**src/rtl/upc_pkg.sv**
```systemverilog
// shared types, character constants and helper functions for the percent codec
// used by every module of url_percent_codec_core; no dependencies
package upc_pkg;

  // characters with a role of their own
  localparam logic [7:0] CHAR_PERCENT    = 8'h25;
  localparam logic [7:0] CHAR_DASH       = 8'h2D;
  localparam logic [7:0] CHAR_UNDERSCORE = 8'h5F;

  // default depth of the command queue between front and back
  localparam int QUEUE_DEPTH = 2;

  // direction register codes
  localparam logic DIR_ENCODE = 1'b0;
  localparam logic DIR_DECODE = 1'b1;

  // escape progress in decode mode
  localparam logic [1:0] HELD_NONE    = 2'd0;
  localparam logic [1:0] HELD_PERCENT = 2'd1;
  localparam logic [1:0] HELD_DIGIT   = 2'd2;

  // one group of one to three result bytes, as worked out by the front
  typedef struct packed {
    logic [1:0] cnt;
    logic [7:0] b0;
    logic [7:0] b1;
    logic [7:0] b2;
    logic       eom;
    logic       bad;
  } cmd_t;

  // queue status seen by back and top
  typedef struct packed {
    logic full;
    logic empty;
  } q_status_t;

  // letters, digits, dash and underscore pass through the encoder
  function automatic logic is_safe(input logic [7:0] b);
    logic safe;
    safe = (b inside {[8'h30:8'h39], [8'h41:8'h5A], [8'h61:8'h7A]}) ||
           (b == CHAR_DASH) || (b == CHAR_UNDERSCORE);
    return safe;
  endfunction

  // bit 4 set when b is a hex digit of either case, bits 3:0 its value
  function automatic logic [4:0] hex_value(input logic [7:0] b);
    logic [4:0] v;
    v = 5'd0;
    if (b inside {[8'h30:8'h39]}) begin
      v = {1'b1, 4'(b - 8'h30)};
    end else if (b inside {[8'h41:8'h46]}) begin
      v = {1'b1, 4'(b - 8'h37)};
    end else if (b inside {[8'h61:8'h66]}) begin
      v = {1'b1, 4'(b - 8'h57)};
    end
    return v;
  endfunction

  // upper-case hex character of a nibble
  function automatic logic [7:0] hex_char(input logic [3:0] n);
    logic [7:0] c;
    if (n < 4'd10) begin
      c = 8'h30 + {4'd0, n};
    end else begin
      c = 8'h37 + {4'd0, n};
    end
    return c;
  endfunction

endpackage

```
**src/rtl/url_percent_codec_core.sv**
```systemverilog
// Percent codec for a byte stream. A direction bit selects encoding (letters,
// digits, dash and underscore pass, other bytes become a percent sign and two
// upper-case hex digits) or decoding (percent plus two hex digits becomes one
// byte, a short escape at message end passes literally, a non-hex escape passes
// literally with bad_escape on its percent sign). An escaped byte in encode mode
// yields three result bytes; the result side delivers one item per cycle while
// pop is high and the queue is not empty. A queue of DEPTH result groups lets
// input and output stall independently; full rises when it holds DEPTH groups.
// Write the direction only while idle: the write drops any partial escape.
// depends on upc_pkg, upc_front, upc_queue and upc_back
module url_percent_codec_core
  import upc_pkg::*;
#(
  parameter int DEPTH = QUEUE_DEPTH
) (
  input  logic       clk,
  input  logic       rst,
  input  logic       cfg_we,
  input  logic       cfg_wdata,
  input  logic       push,
  output logic       full,
  input  logic [7:0] data_byte,
  input  logic       end_of_message,
  output logic       empty,
  input  logic       pop,
  output logic [7:0] out_byte,
  output logic       out_last,
  output logic       bad_escape
);

  logic                       accept;
  logic                       cmd_push;
  cmd_t                       cmd;
  cmd_t                       head;
  q_status_t                  q_status;
  logic                       head_done;
  logic                       direction;
  logic [$clog2(DEPTH+1)-1:0] q_level;

  assign full   = q_status.full;
  assign empty  = q_status.empty;
  assign accept = push && !q_status.full;

  // classification
  upc_front u_front (
    .clk            (clk),
    .rst            (rst),
    .cfg_we         (cfg_we),
    .cfg_wdata      (cfg_wdata),
    .accept         (accept),
    .data_byte      (data_byte),
    .end_of_message (end_of_message),
    .cmd_push       (cmd_push),
    .cmd            (cmd),
    .direction      (direction)
  );

  // group queue
  upc_queue #(
    .DEPTH (DEPTH)
  ) u_queue (
    .clk    (clk),
    .rst    (rst),
    .push   (cmd_push),
    .wdata  (cmd),
    .pop    (head_done),
    .rdata  (head),
    .status (q_status),
    .level  (q_level)
  );

  // result sequencing
  upc_back u_back (
    .clk        (clk),
    .rst        (rst),
    .head       (head),
    .q_status   (q_status),
    .pop        (pop),
    .head_done  (head_done),
    .out_byte   (out_byte),
    .out_last   (out_last),
    .bad_escape (bad_escape)
  );

  // checks
  a_reset_empty: assert property (@(posedge clk) rst |=> empty)
    else $error("queue not empty after reset");

  a_bad_on_percent: assert property (@(posedge clk) disable iff (rst)
    (!empty && bad_escape) |-> (out_byte == CHAR_PERCENT && !out_last &&
                                direction == DIR_DECODE))
    else $error("bad_escape on a wrong item");

  a_level_bound: assert property (@(posedge clk) disable iff (rst)
    q_level <= ($clog2(DEPTH+1))'(DEPTH))
    else $error("queue level beyond depth");

  a_no_push_full: assert property (@(posedge clk) disable iff (rst)
    full |-> !cmd_push)
    else $error("group pushed into full queue");

endmodule

```
**src/rtl/upc_front.sv**
```systemverilog
// front part of the percent codec: direction register, escape tracking and
// classification of each accepted item into a result group; uses upc_pkg
module upc_front
  import upc_pkg::*;
(
  input  logic       clk,
  input  logic       rst,
  input  logic       cfg_we,
  input  logic       cfg_wdata,
  input  logic       accept,
  input  logic [7:0] data_byte,
  input  logic       end_of_message,
  output logic       cmd_push,
  output cmd_t       cmd,
  output logic       direction
);

  logic [1:0] held_count;
  logic [1:0] held_count_next;
  logic [7:0] held_digit;
  logic [7:0] held_digit_next;
  logic [4:0] hi_val;
  logic [4:0] lo_val;

  assign hi_val = hex_value(held_digit);
  assign lo_val = hex_value(data_byte);

  // classify the incoming byte
  always_comb begin
    cmd             = '0;
    cmd.eom         = end_of_message;
    held_count_next = held_count;
    held_digit_next = held_digit;
    if (direction == DIR_ENCODE) begin
      if (is_safe(data_byte)) begin
        cmd.cnt = 2'd1;
        cmd.b0  = data_byte;
      end else begin
        cmd.cnt = 2'd3;
        cmd.b0  = CHAR_PERCENT;
        cmd.b1  = hex_char(data_byte[7:4]);
        cmd.b2  = hex_char(data_byte[3:0]);
      end
    end else begin
      case (held_count)
        HELD_PERCENT: begin
          if (end_of_message) begin
            // short escape at message end goes out literally
            held_count_next = HELD_NONE;
            held_digit_next = 8'd0;
            cmd.cnt         = 2'd2;
            cmd.b0          = CHAR_PERCENT;
            cmd.b1          = data_byte;
          end else begin
            held_count_next = HELD_DIGIT;
            held_digit_next = data_byte;
          end
        end
        HELD_DIGIT: begin
          held_count_next = HELD_NONE;
          held_digit_next = 8'd0;
          if (hi_val[4] && lo_val[4]) begin
            cmd.cnt = 2'd1;
            cmd.b0  = {hi_val[3:0], lo_val[3:0]};
          end else begin
            // non-hex escape goes out literally, flagged on the percent
            cmd.cnt = 2'd3;
            cmd.b0  = CHAR_PERCENT;
            cmd.b1  = held_digit;
            cmd.b2  = data_byte;
            cmd.bad = 1'b1;
          end
        end
        default: begin
          held_count_next = HELD_NONE;
          if (data_byte == CHAR_PERCENT && !end_of_message) begin
            held_count_next = HELD_PERCENT;
          end else begin
            cmd.cnt = 2'd1;
            cmd.b0  = data_byte;
          end
        end
      endcase
    end
  end

  assign cmd_push = accept && (cmd.cnt != 2'd0);

  // direction register and escape state
  always_ff @(posedge clk) begin
    if (rst) begin
      direction  <= DIR_ENCODE;
      held_count <= HELD_NONE;
      held_digit <= 8'd0;
    end else if (cfg_we) begin
      direction  <= cfg_wdata;
      held_count <= HELD_NONE;
      held_digit <= 8'd0;
    end else if (accept) begin
      held_count <= held_count_next;
      held_digit <= held_digit_next;
    end
  end

endmodule

```
**src/rtl/upc_queue.sv**
```systemverilog
// short command queue between front and back, held in registers
// depends on upc_pkg for the command and status types
module upc_queue
  import upc_pkg::*;
#(
  parameter int DEPTH = QUEUE_DEPTH
) (
  input  logic                       clk,
  input  logic                       rst,
  input  logic                       push,
  input  cmd_t                       wdata,
  input  logic                       pop,
  output cmd_t                       rdata,
  output q_status_t                  status,
  output logic [$clog2(DEPTH+1)-1:0] level
);

  localparam int PTR_W = $clog2(DEPTH);
  localparam int CNT_W = $clog2(DEPTH + 1);

  cmd_t             entries [DEPTH];
  logic [PTR_W-1:0] wr_ptr;
  logic [PTR_W-1:0] rd_ptr;
  logic [CNT_W-1:0] count;
  logic             do_push;
  logic             do_pop;

  assign status.full  = (count == CNT_W'(DEPTH));
  assign status.empty = (count == '0);
  assign do_push      = push && !status.full;
  assign do_pop       = pop && !status.empty;
  assign rdata        = entries[rd_ptr];
  assign level        = count;

  // storage
  always_ff @(posedge clk) begin
    if (do_push) begin
      entries[wr_ptr] <= wdata;
    end
  end

  // pointers and fill level
  always_ff @(posedge clk) begin
    if (rst) begin
      wr_ptr <= '0;
      rd_ptr <= '0;
      count  <= '0;
    end else begin
      if (do_push) begin
        wr_ptr <= (wr_ptr == PTR_W'(DEPTH - 1)) ? '0 : wr_ptr + 1'b1;
      end
      if (do_pop) begin
        rd_ptr <= (rd_ptr == PTR_W'(DEPTH - 1)) ? '0 : rd_ptr + 1'b1;
      end
      if (do_push && !do_pop) begin
        count <= count + 1'b1;
      end else if (do_pop && !do_push) begin
        count <= count - 1'b1;
      end
    end
  end

endmodule

```
**src/rtl/upc_back.sv**
```systemverilog
// back part of the percent codec: steps through the bytes of the group at the
// head of the command queue, one result item per pop; uses upc_pkg
module upc_back
  import upc_pkg::*;
(
  input  logic       clk,
  input  logic       rst,
  input  cmd_t       head,
  input  q_status_t  q_status,
  input  logic       pop,
  output logic       head_done,
  output logic [7:0] out_byte,
  output logic       out_last,
  output logic       bad_escape
);

  logic [1:0] idx;
  logic       final_byte;
  logic       taken;

  assign final_byte = (idx == head.cnt - 2'd1);
  assign taken      = pop && !q_status.empty;
  assign head_done  = taken && final_byte;

  // select the current byte of the group
  always_comb begin
    case (idx)
      2'd0:    out_byte = head.b0;
      2'd1:    out_byte = head.b1;
      default: out_byte = head.b2;
    endcase
  end

  assign out_last   = head.eom && final_byte;
  assign bad_escape = head.bad && (idx == 2'd0);

  // byte index within the group
  always_ff @(posedge clk) begin
    if (rst) begin
      idx <= 2'd0;
    end else if (taken) begin
      idx <= final_byte ? 2'd0 : idx + 2'd1;
    end
  end

endmodule

```
**config.mk**
```make
export PLATFORM = sky130hd
export DESIGN_NAME = url_percent_codec_core
export DESIGN_NICKNAME = d
export VERILOG_FILES = /design/src/rtl/upc_pkg.sv /design/src/rtl/url_percent_codec_core.sv /design/src/rtl/upc_front.sv /design/src/rtl/upc_queue.sv /design/src/rtl/upc_back.sv
export SDC_FILE = /design/constraint.sdc
export NUM_CORES = 1
export LEC_CHECK = 0
export BUFFER_PORTS_ARGS = -buffer_cell sky130_fd_sc_hd__buf_4
export CELL_PAD_IN_SITES_DETAIL_PLACEMENT = 2
export CELL_PAD_IN_SITES_GLOBAL_PLACEMENT = 2
export CORE_MARGIN = 3
export CORE_UTILIZATION = 25
export CTS_CLUSTER_SIZE = 40
export DETAILED_ROUTE_END_ITERATION = 8
export GPL_TIMING_DRIVEN = 1
export PLACE_DENSITY_LB_ADDON = 0.15
export SLEW_MARGIN = 20
export SYNTH_ARGS = -nofsm -noshare
export SYNTH_HDL_FRONTEND = slang
export SYNTH_HIERARCHICAL = 1
export SYNTH_SLANG_ARGS = --single-unit
```
**constraint.sdc**
```tcl
create_clock -name clk -period 3.4 [get_ports clk]
set_clock_uncertainty 0.15 [all_clocks]
set_input_delay 0.51 -clock clk [delete_from_list [all_inputs] [get_ports clk]]
set_output_delay 0.51 -clock clk [all_outputs]
set_load 0.02 [all_outputs]
```
==> results of run 1 <==
-- power groups by stage --
| stage | clock network [mW] | logic [mW] | registers, mW |
|---|---|---|---|
| 3_5_place_dp | 0 | 1.03 | 1.26 |
| 4_1_cts | 1.06 | 1.03 | 1.24 |
| 5_1_grt | 1.10 | 1.11 | 1.26 |
| 6_report | 1.03 | 1.00 | 1.24 |
| 3_3_place_gp | 0 | 1.02 | 1.24 |
| 2_1_floorplan | 0 | 0.645 | 1.23 |
-- critical path, cell delays in order --
cell and delay, ns:
buf_4 0.16, inv_1 0.17, ha_1 0.24, nand4_1 0.22, nor4_1 0.25, buf_4 0.18
a21oi_1 0.06, o21a_1 0.18, inv_1 0.08, nor2_1 0.07, ha_1 0.34, or3_1 0.36
a21oi_1 0.14
-- synthesized netlist by cell type (all sizes together) (2+ instances only) --
cell type	count
a2111oi	2
a211oi	4
a21o	3
a21oi	26
a221o	5
a22o	3
a22oi	13
a32o	4
and2	5
and3	7
buf	17
clkbuf	7
dfxtp	18
edfxtp	56
ha	17
inv	18
mux2	29
mux2i	2
nand2	47
nand3	14
nand4	4
nand4b	2
nor2	17
nor2b	5
nor3	11
nor4	2
nor4b	6
o211ai	2
o21a	4
o21ai	20
o21bai	2
o31ai	3
or2	3
or3	3
xnor2	5
xor2	3
-- metal layers --
metal	track usage [%]	vias to the layer above	wire length, µm
met3	2.797	14	372
met4	3.432	0	146
met5	0	-	0
li1	-	1544	-
met1	18.80	1640	6331
met2	22.12	41	6009
-- cell type report --
type	instances	area share (%)
repair buffers	34	5.545
flip-flops and latches	74	40.40
multi-input cells	287	40.99
clock inverters	7	1.832
well taps	220	5.446
clock buffers	9	4.455
inverters	18	1.337
-- through the flow --
step                      instances  setup WS, ns
after detailed placement        633        0.2492
after CTS                       649        0.6017
final                           649        0.5676
after floorplan                 403        0.6258
after global routing            649        0.4477
after global placement          633        0.2873
-- registers in the layout, indices dropped and copies added (netlist names), named ones only --
register            cells
u_queue/entries        56
u_front/held_digit      8
u_back/idx              2
u_front/held_count      2
u_queue/level           2
u_front/direction       1
u_queue/rd_ptr          1
u_queue/wr_ptr          1
-- kinds of logic after synthesis --
kind of cell    share of synthesized area [%]
fa+ha+maj                               4.874
buf+inv                                 5.734
compound gates                          16.34
mux                                     8.027
flops                                   46.79
simple gates                            16.63
xor+xnor                                1.606
-- worst min path at each step --
stage	from	end	slack [ns]	depth (start not counted)
after floorplan	u_front/held_digit[5]$_SDFFE_PP0P_	u_front/held_digit[5]$_SDFFE_PP0P_	0.29	2
after global placement	u_front/held_count[0]$_SDFFE_PP0P_	u_front/held_count[0]$_SDFFE_PP0P_	0.32	2
after detailed placement	u_queue/wr_ptr$_SDFFE_PP0P_	u_queue/wr_ptr$_SDFFE_PP0P_	0.34	2
after CTS	rst	u_queue/level[1]$_SDFFE_PP0P_	0.24	2
after global routing	rst	u_queue/level[1]$_SDFFE_PP0P_	0.26	2
final	rst	u_queue/wr_ptr$_SDFFE_PP0P_	0.26	2
==> flow_summary.json, run 1 <==
{
  "status": "finished, final reports clean",
  "slew_viol_final": 0,
  "clock_latency_ns": 0.34,
  "yosys.area.top_type": "edfxtp_1",
  "worst_pin_slew_ns": 0.6942,
  "rsz0062_at_grt": "false",
  "worst_r2r_endpoint": "u_queue/entries[0][21]$_DFFE_PP_",
  "start_util_pct": 25.95,
  "multi_input_area_um2": 2072,
  "min_period_over_period_pct": 83.31,
  "ys_types": 70,
  "cts_setup_buffers": 0,
  "cts_num_sinks": 74,
  "fin_tns_setup_ns": 0,
  "die_area_um2": 19080,
  "fin_hold_ws_ns": 0.2587,
  "finalHoldViolations": 0,
  "path_clk_slew_ns": 0.06,
  "ff_latch_area_um2": 2042,
  "cts_tree": "yes",
  "ioPinCount": 27,
  "ys.flop_type": "edfxtp_1",
  "dieHeight_um": 138.1,
  "drt_iter0_drc": 180,
  "wl_per_cell_um": 19.81,
  "syn_avg_cell_area_um2": 10.83,
  "timing.slew.headroom_pct": 53.13,
  "critPathLaunchType": "input port",
  "drtAntennaViolNets": 0,
  "switching_share_pct": 31.52,
  "cts-root-to-sink-buffers": 2,
  "crit_fanout": 10,
  "pwr_density_cell_nw_per_um2": 645.7,
  "synth_nets": 435,
  "gp_congestion": 0.7686,
  "ys_ff_latch": 74,
  "final.fill_count": 1874,
  "ys_seq_area_share_pct": 46.79,
  "cap_violations": 0,
  "port_buffers": 26,
  "gr-total-overflow": 0,
  "mostFrequentLayoutCells": "56 x edfxtp_1, 47 x nand2_1, 32 x buf_4",
  "synth_top_area_share_pct": 38.53,
  "place_hpwl_um": 9215,
  "min_period_ns": 2.832,
  "syn_inst": 403,
  "p_seq_share_pct": 37.9,
  "hold_class": "in2reg",
  "cts_resized": 0,
  "core_area_um2": 16820,
  "finalPower_mw": 3.264,
  "holdBufCountCts": 0,
  "setup_viol": 0,
  "p_int_mw": 2.235,
  "clock.fmax_mhz": 353.1,
  "grt_antenna_before_repair": 0,
  "track_usage_pct": 13.67,
  "cts_inserted_buffers": 9,
  "mostFrequentLayoutCell": "edfxtp_1",
  "combPwrFrac_pct": 30.7,
  "synthArstFlopShare_pct": 0,
  "htree_levels": 3,
  "clock_tree.root_cell": "clkbuf_16",
  "area_delta_synth_final_pct": 15.83,
  "vias": 3239,
  "viasPerCell": 4.991,
  "worstSetupPathType": "in2reg",
  "fp-row-count": 47,
  "r2r_slack_ns": 0.79,
  "p_leak_nw": 1.810,
  "crit_required_ns": 3.52,
  "rr_startpoint": "u_front/held_digit[1]$_SDFFE_PP0P_",
  "power_switching_mw": 1.029,
  "die_x_um": 138.1,
  "grt_max_degree": 29,
  "syn_area_um2": 4364,
  "wl_um": 12860,
  "layout-drive-gt1-share_pct": 22.61,
  "crit_path_start": "data_byte[4]",
  "critPathCapture": "u_queue/level[1]$_SDFFE_PP0P_",
  "crit_path_end_kind": "flip-flop",
  "placed_area_um2": 4737,
  "yosys-top-cells-area": "edfxtp_1 39%, dfxtp_1 8.3%, mux2_2 7.2%",
  "cp_data_arrival_time_ns": 2.96,
  "fin_area_um2": 5055,
  "rr_worst_depth": 7,
  "ys_warn_count": 6,
  "ir_worst_vdd_uv": 234.7,
  "grt_pass1_vias": 3496,
  "clkPwrFrac_pct": 31.4,
  "drt-pass1-iter-count": 4,
  "n_antenna_cell": 0,
  "grt_pass1_wl_um": 20600,
  "fin_util_pct": 30.06,
  "nNetsFinal": 456,
  "drc": 0,
  "synth_edf_count": 56
}
Power figures use the tool's default switching activity.
==> run 2, diff against run 1 <==
Clock period 3.4 ns to 2.85 ns, I/O delays scaled along.
==> run 2 against run 1 <==
  * First-iteration DRC count grew 25%
  * Via count grew 2.0%
  * Register-to-register slack lost 0.53 ns
  * Global-route usage grew 0.63 points
  * Clock power grew 38%
  * Utilization grew 1.1 points
  * Largest power group unchanged
==> flow_summary.json, run 2 (same netlist as run 1, synthesis figures left out) <==
{
  "gp_congestion": 0.7692,
  "rr_worst_depth": 7,
  "dp_cells": 652,
  "min_period_ns": 2.591,
  "mostFrequentLayoutCells": "56 x edfxtp_1, 51 x buf_4, 47 x nand2_1",
  "n_antenna_cell": 0,
  "ioPinCount": 27,
  "finalPower_mw": 4.122,
  "htree_levels": 3,
  "largest_register_ffs": 56,
  "mostFrequentLayoutCell": "edfxtp_1",
  "grt_max_degree": 29,
  "drt_iter0_drc": 225,
  "min_period_over_period_pct": 90.90,
  "clock_tree.root_cell": "clkbuf_16",
  "core_area_um2": 16820,
  "cts_setup_buffers": 0,
  "place_hpwl_um": 9776,
  "ir_worst_vdd_uv": 276.6,
  "drtAntennaViolNets": 0,
  "cap_violations": 0,
  "cts-root-to-sink-buffers": 2,
  "port_buffers": 26,
  "cts_inserted_buffers": 9,
  "slew_viol_final": 0,
  "viasPerCell": 4.946,
  "die_area_um2": 19080,
  "finalHoldViolations": 0,
  "crit_required_ns": 2.97,
  "pwr_density_cell_nw_per_um2": 785.8,
  "worst_pin_slew_ns": 0.6339,
  "grt_pass1_wl_um": 21480,
  "layoutNonFillerInstCount": 668,
  "grt_antenna_before_repair": 0,
  "crit_path_end_kind": "flip-flop",
  "timing.slew.headroom_pct": 57.46,
  "hold_depth": 2,
  "cts_resized": 0,
  "fin_hold_ws_ns": 0.1746,
  "nNetsFinal": 475,
  "drc": 0,
  "p_leak_nw": 1.932,
  "grt_pass1_vias": 3646,
  "hold_class": "in2reg",
  "cts_tree": "yes",
  "clock_latency_ns": 0.35,
  "crit_fanout": 3,
  "min_from": "rst",
  "path_clk_slew_ns": 0.06,
  "rsz0062_at_grt": "false",
  "layout-drive-gt1-share_pct": 25.89,
  "largest_register": "u_queue/entries",
  "vias": 3304,
  "wl_per_cell_um": 19.73,
  "worstSetupPathType": "reg2reg",
  "status": "finished, final reports clean",
  "drt-pass1-iter-count": 4,
  "start_util_pct": 25.95,
  "clock.fmax_mhz": 386.0,
  "fp-row-count": 47,
  "fin_util_pct": 31.19,
  "cp_data_arrival_time_ns": 2.71,
  "track_usage_pct": 14.30,
  "dieHeight_um": 138.1,
  "area_delta_synth_final_pct": 20.21,
  "die_x_um": 138.1,
  "setup_viol": 0,
  "gr-total-overflow": 0,
  "holdBufCountCts": 0,
  "largest_registers": "u_queue/entries x56, u_front/held_digit x8",
  "critPathLaunchType": "flip-flop",
  "cts_num_sinks": 74,
  "wl_um": 13180
}
==> run 2: cell count changes in the layout (fill, tap and decap cells not counted), sizes merged <==
cell	change
bufinv	+2
buf	+19
clkinv	-1
clkbuf	+1
clkinvlp	-2
==> run 2: final cells by class <==
type / count / area (µm²)
Inverter: 18 / 67.56
Multi-Input combinational cell: 287 / 2072
Clock inverter: 6 / 137.6
Clock buffer: 10 / 229.0
Timing Repair Buffer: 53 / 422.9
Tap cell: 220 / 275.3
Fill cell: 1854 / 11570
Sequential cell: 74 / 2042
==> run 2: final timing paths <==
check / endpoint / slack (ns)
worst min-delay path: u_queue/level[1]$_SDFFE_PP0P_ / 0.17
worst max-delay path: u_queue/level[1]$_SDFFE_PP0P_ / 0.26
worst min register to register: u_front/held_digit[5]$_SDFFE_PP0P_ / 0.35
worst max register to register: u_queue/level[1]$_SDFFE_PP0P_ / 0.26
==> run 2: worst max-delay path, stage by stage, from the launching register on <==
cell and delay [ns]:
dfxtp_1 0.39, mux2_2 0.38, xnor2_1 0.31, mux2_4 0.36, o21ai_0 0.15, ha_1 0.31
or3_1 0.34, a21oi_1 0.13
==> run 2: stage by stage <==
stage	setup slack, ns	setup TNS [ns]	cell area [µm²]
after detailed placement	-0.06856	-0.6856	4880
after CTS	0.1960	0	5246
after global placement	0.008076	0	4880
after global routing	0.1017	0	5246
final	0.2594	0	5246
after floorplan	0.1583	0	4364
==> run 2: metal layers <==
metal / up-vias / GRT usage [%] / share of wire, %
li1: 1584 / - / -
met1: 1666 / 19.65 / 49
met2: 40 / 22.87 / 47
met3: 14 / 2.555 / 2.7
met4: 0 / 4.732 / 1.5
met5: - / 0 / 0
==> run 2: power breakdown <==
group          switching [mW]  internal (mW)
Clock                   0.471          0.949
Combinational           0.709          0.523
Sequential             0.0678           1.40
Total                    1.25           2.87
==> run 3, diff against run 2 <==
Settings changed: ABC_AREA from default to 1, REMOVE_ABC_BUFFERS from default to 1.
==> run 3 against run 2 <==
  * Sequential power barely moved
  * Sequential share of layout area down 1.2 points
  * Hold slack got worse by 0.032 ns
  * Worst setup slack gained 0.057 ns
  * Design area grew 3.3%
  * Maximum frequency grew 2.2%
  * Utilization shrank 0.087 points
  * Register-to-register slack better by 0.07 ns
  * Critical endpoint is now u_queue/entries[0][11]$_DFFE_PP_
  * Largest cell class unchanged
==> flow_summary.json, run 3 <==
{
  "hold_depth": 2,
  "dp_cells": 762,
  "fin_tns_setup_ns": 0,
  "cts_tree": "yes",
  "mostFrequentLayoutCell": "nand2_1",
  "clock.fmax_mhz": 394.7,
  "area_delta_synth_final_pct": 20.98,
  "dieHeight_um": 139.8,
  "wl_um": 13670,
  "worstSetupPathType": "in2reg",
  "finalHoldViolations": 0,
  "p_leak_nw": 2.243,
  "use_met1_pct": 20.53,
  "largest_register_ffs": 56,
  "grt_pass1_wl_um": 22140,
  "fin_hold_ws_ns": 0.1430,
  "grt_pass1_vias": 3793,
  "r2r_slack_ns": 0.33,
  "ys_ff_latch": 74,
  "syn_inst": 489,
  "ioPinCount": 27,
  "setup_viol": 0,
  "place_hpwl_um": 10550,
  "syn_area_um2": 4478,
  "largest_register": "u_queue/entries",
  "start_util_pct": 25.71,
  "yosys.area.top_type": "edfxtp_1",
  "path_clk_slew_ns": 0.06,
  "crit_path_end_kind": "flip-flop",
  "die_area_um2": 19550,
  "cap_violations": 0,
  "track_usage_pct": 14.66,
  "timing.slew.headroom_pct": 54.46,
  "rsz0062_at_grt": "false",
  "layout-drive-gt1-share_pct": 26.68,
  "drc": 0,
  "core_area_um2": 17420,
  "clock_latency_ns": 0.34,
  "grt_most_used_layer": "met2",
  "crit_required_ns": 2.73,
  "cts_num_sinks": 74,
  "ys_warn_count": 6,
  "status": "finished, final reports clean",
  "min_period_ns": 2.534,
  "vias": 3563,
  "clock_tree.root_cell": "clkbuf_16",
  "cts_inserted_buffers": 9,
  "worst_r2r_endpoint": "u_queue/entries[0][11]$_DFFE_PP_",
  "drt_iter0_drc": 173,
  "worst_pin_slew_ns": 0.6806,
  "min_period_over_period_pct": 88.90,
  "cts_setup_buffers": 0,
  "rr_worst_depth": 18,
  "final.fill_count": 1985,
  "slew_viol_final": 0,
  "ir_worst_vdd_uv": 293.2,
  "hold_class": "in2reg",
  "mostFrequentLayoutCells": "113 x nand2_1, 57 x buf_4, 56 x edfxtp_1",
  "ys_seq_area_share_pct": 45.60,
  "drt-pass1-iter-count": 4,
  "fp-row-count": 48,
  "ys_types": 42,
  "cts_resized": 0,
  "grt_max_degree": 29,
  "synth_edf_count": 56,
  "syn_avg_cell_area_um2": 9.158,
  "n_antenna_cell": 0,
  "use_met3_pct": 2.784,
  "hold_end": "u_front/direction$_SDFFE_PP0P_",
  "synth_top_area_share_pct": 37.55,
  "wl_per_cell_um": 17.62,
  "crit_fanout": 28,
  "yosys-top-cells-area": "edfxtp_1 38%, nand2_1 9.6%, dfxtp_1 8.0%",
  "synth_most_common_cell": "nand2_1",
  "min_from": "rst",
  "cp_data_arrival_time_ns": 2.42,
  "port_buffers": 26,
  "grtUsageMet2_pct": 23.40,
  "layoutNonFillerInstCount": 776,
  "cts-root-to-sink-buffers": 2,
  "synthTopCellsByCount": "114 x nand2_1, 56 x edfxtp_1, 52 x inv_1",
  "ys.flop_type": "edfxtp_1",
  "fin_util_pct": 31.11,
  "drtAntennaViolNets": 0,
  "gp_congestion": 0.8357,
  "rr_startpoint": "u_front/held_digit[0]$_SDFFE_PP0P_",
  "critPathLaunchType": "input port",
  "viasPerCell": 4.591,
  "die_x_um": 139.8,
  "grt_antenna_before_repair": 0,
  "holdBufCountCts": 0,
  "gr-total-overflow": 0,
  "synthArstFlopShare_pct": 0,
  "htree_levels": 3,
  "pwr_density_cell_nw_per_um2": 755.2,
  "nNetsFinal": 580,
  "largest_registers": "u_queue/entries x56, u_front/held_digit x8"
}
run 3: routing by layer:
metal / share of wire (%) / vias to the layer above
met5: 0 / -
met4: 1.1 / 0
met3: 2.5 / 11
met2: 46 / 37
met1: 50 / 1750
li1: - / 1765
run 3: layout make-up:
| type | instances | area (µm²) | area share, % |
|---|---|---|---|
| clock buffer | 10 | 229.0 | 4.226 |
| clock inverter | 4 | 45.04 | 0.8314 |
| inverter | 63 | 244.0 | 4.503 |
| multi-input combinational | 340 | 2087 | 38.52 |
| sequential | 74 | 2043 | 37.71 |
| tap | 225 | 281.5 | 5.196 |
| timing repair buffer | 60 | 488.0 | 9.007 |
run 3: logic make-up after synthesis:
group / count (synthesis) / synth area share [%]
flip-flops: 74 / 45.60
AND/OR/NAND/NOR: 212 / 21.18
multiplexers: 28 / 8.718
AO/OA/AOI/OAI: 81 / 10.90
XOR/XNOR: 2 / 0.3912
buffers and inverters: 75 / 8.466
adder cells (fa/ha/maj): 17 / 4.750
run 3: metrics by stage:
stage | power [mW] | setup WS (ns) | cell area, µm²
global route | 4.372 | 0.01211 | 5418
floorplan | 2.438 | -0.7450 | 4343
detailed placement | 3.018 | -0.1769 | 5117
global placement | 2.981 | -0.1303 | 5117
CTS | 4.159 | 0.1187 | 5391
finish | 4.092 | 0.3163 | 5418
run 3: worst max path at each step:
| stage | startpoint | end | slack, ns |
|---|---|---|---|
| finish | data_byte[1] | u_queue/entries[0][11]$_DFFE_PP_ | 0.32 |
| floorplan | data_byte[1] | u_queue/entries[1][0]$_DFFE_PP_ | -0.75 |
| detailed placement | data_byte[4] | u_queue/level[1]$_SDFFE_PP0P_ | -0.18 |
| CTS | u_front/held_digit[1]$_SDFFE_PP0P_ | u_queue/level[1]$_SDFFE_PP0P_ | 0.12 |
| global route | u_front/held_digit[0]$_SDFFE_PP0P_ | u_queue/level[1]$_SDFFE_PP0P_ | 0.01 |
| global placement | data_byte[4] | u_queue/level[1]$_SDFFE_PP0P_ | -0.13 |
run 3: critical path: stages:
cell and delay (ns):
buf_4 0.11, inv_1 0.10, ha_2 0.22, inv_1 0.06, nor2_2 0.10, nand3_1 0.12
nand2_1 0.08, nand2_1 0.07, nand2_1 0.10, nand3_2 0.12, nand2_4 0.10, nand2_4 0.05
nand2_2 0.06, nand2_2 0.06, nand3_1 0.07, nand2_1 0.05, inv_1 0.06, o21ai_2 0.08
nor2_2 0.15, buf_12 0.22
run 3: power breakdown:
part	switching, mW	internal (mW)
registers	0.0815	1.41
clock network	0.447	0.663
logic	0.862	0.624
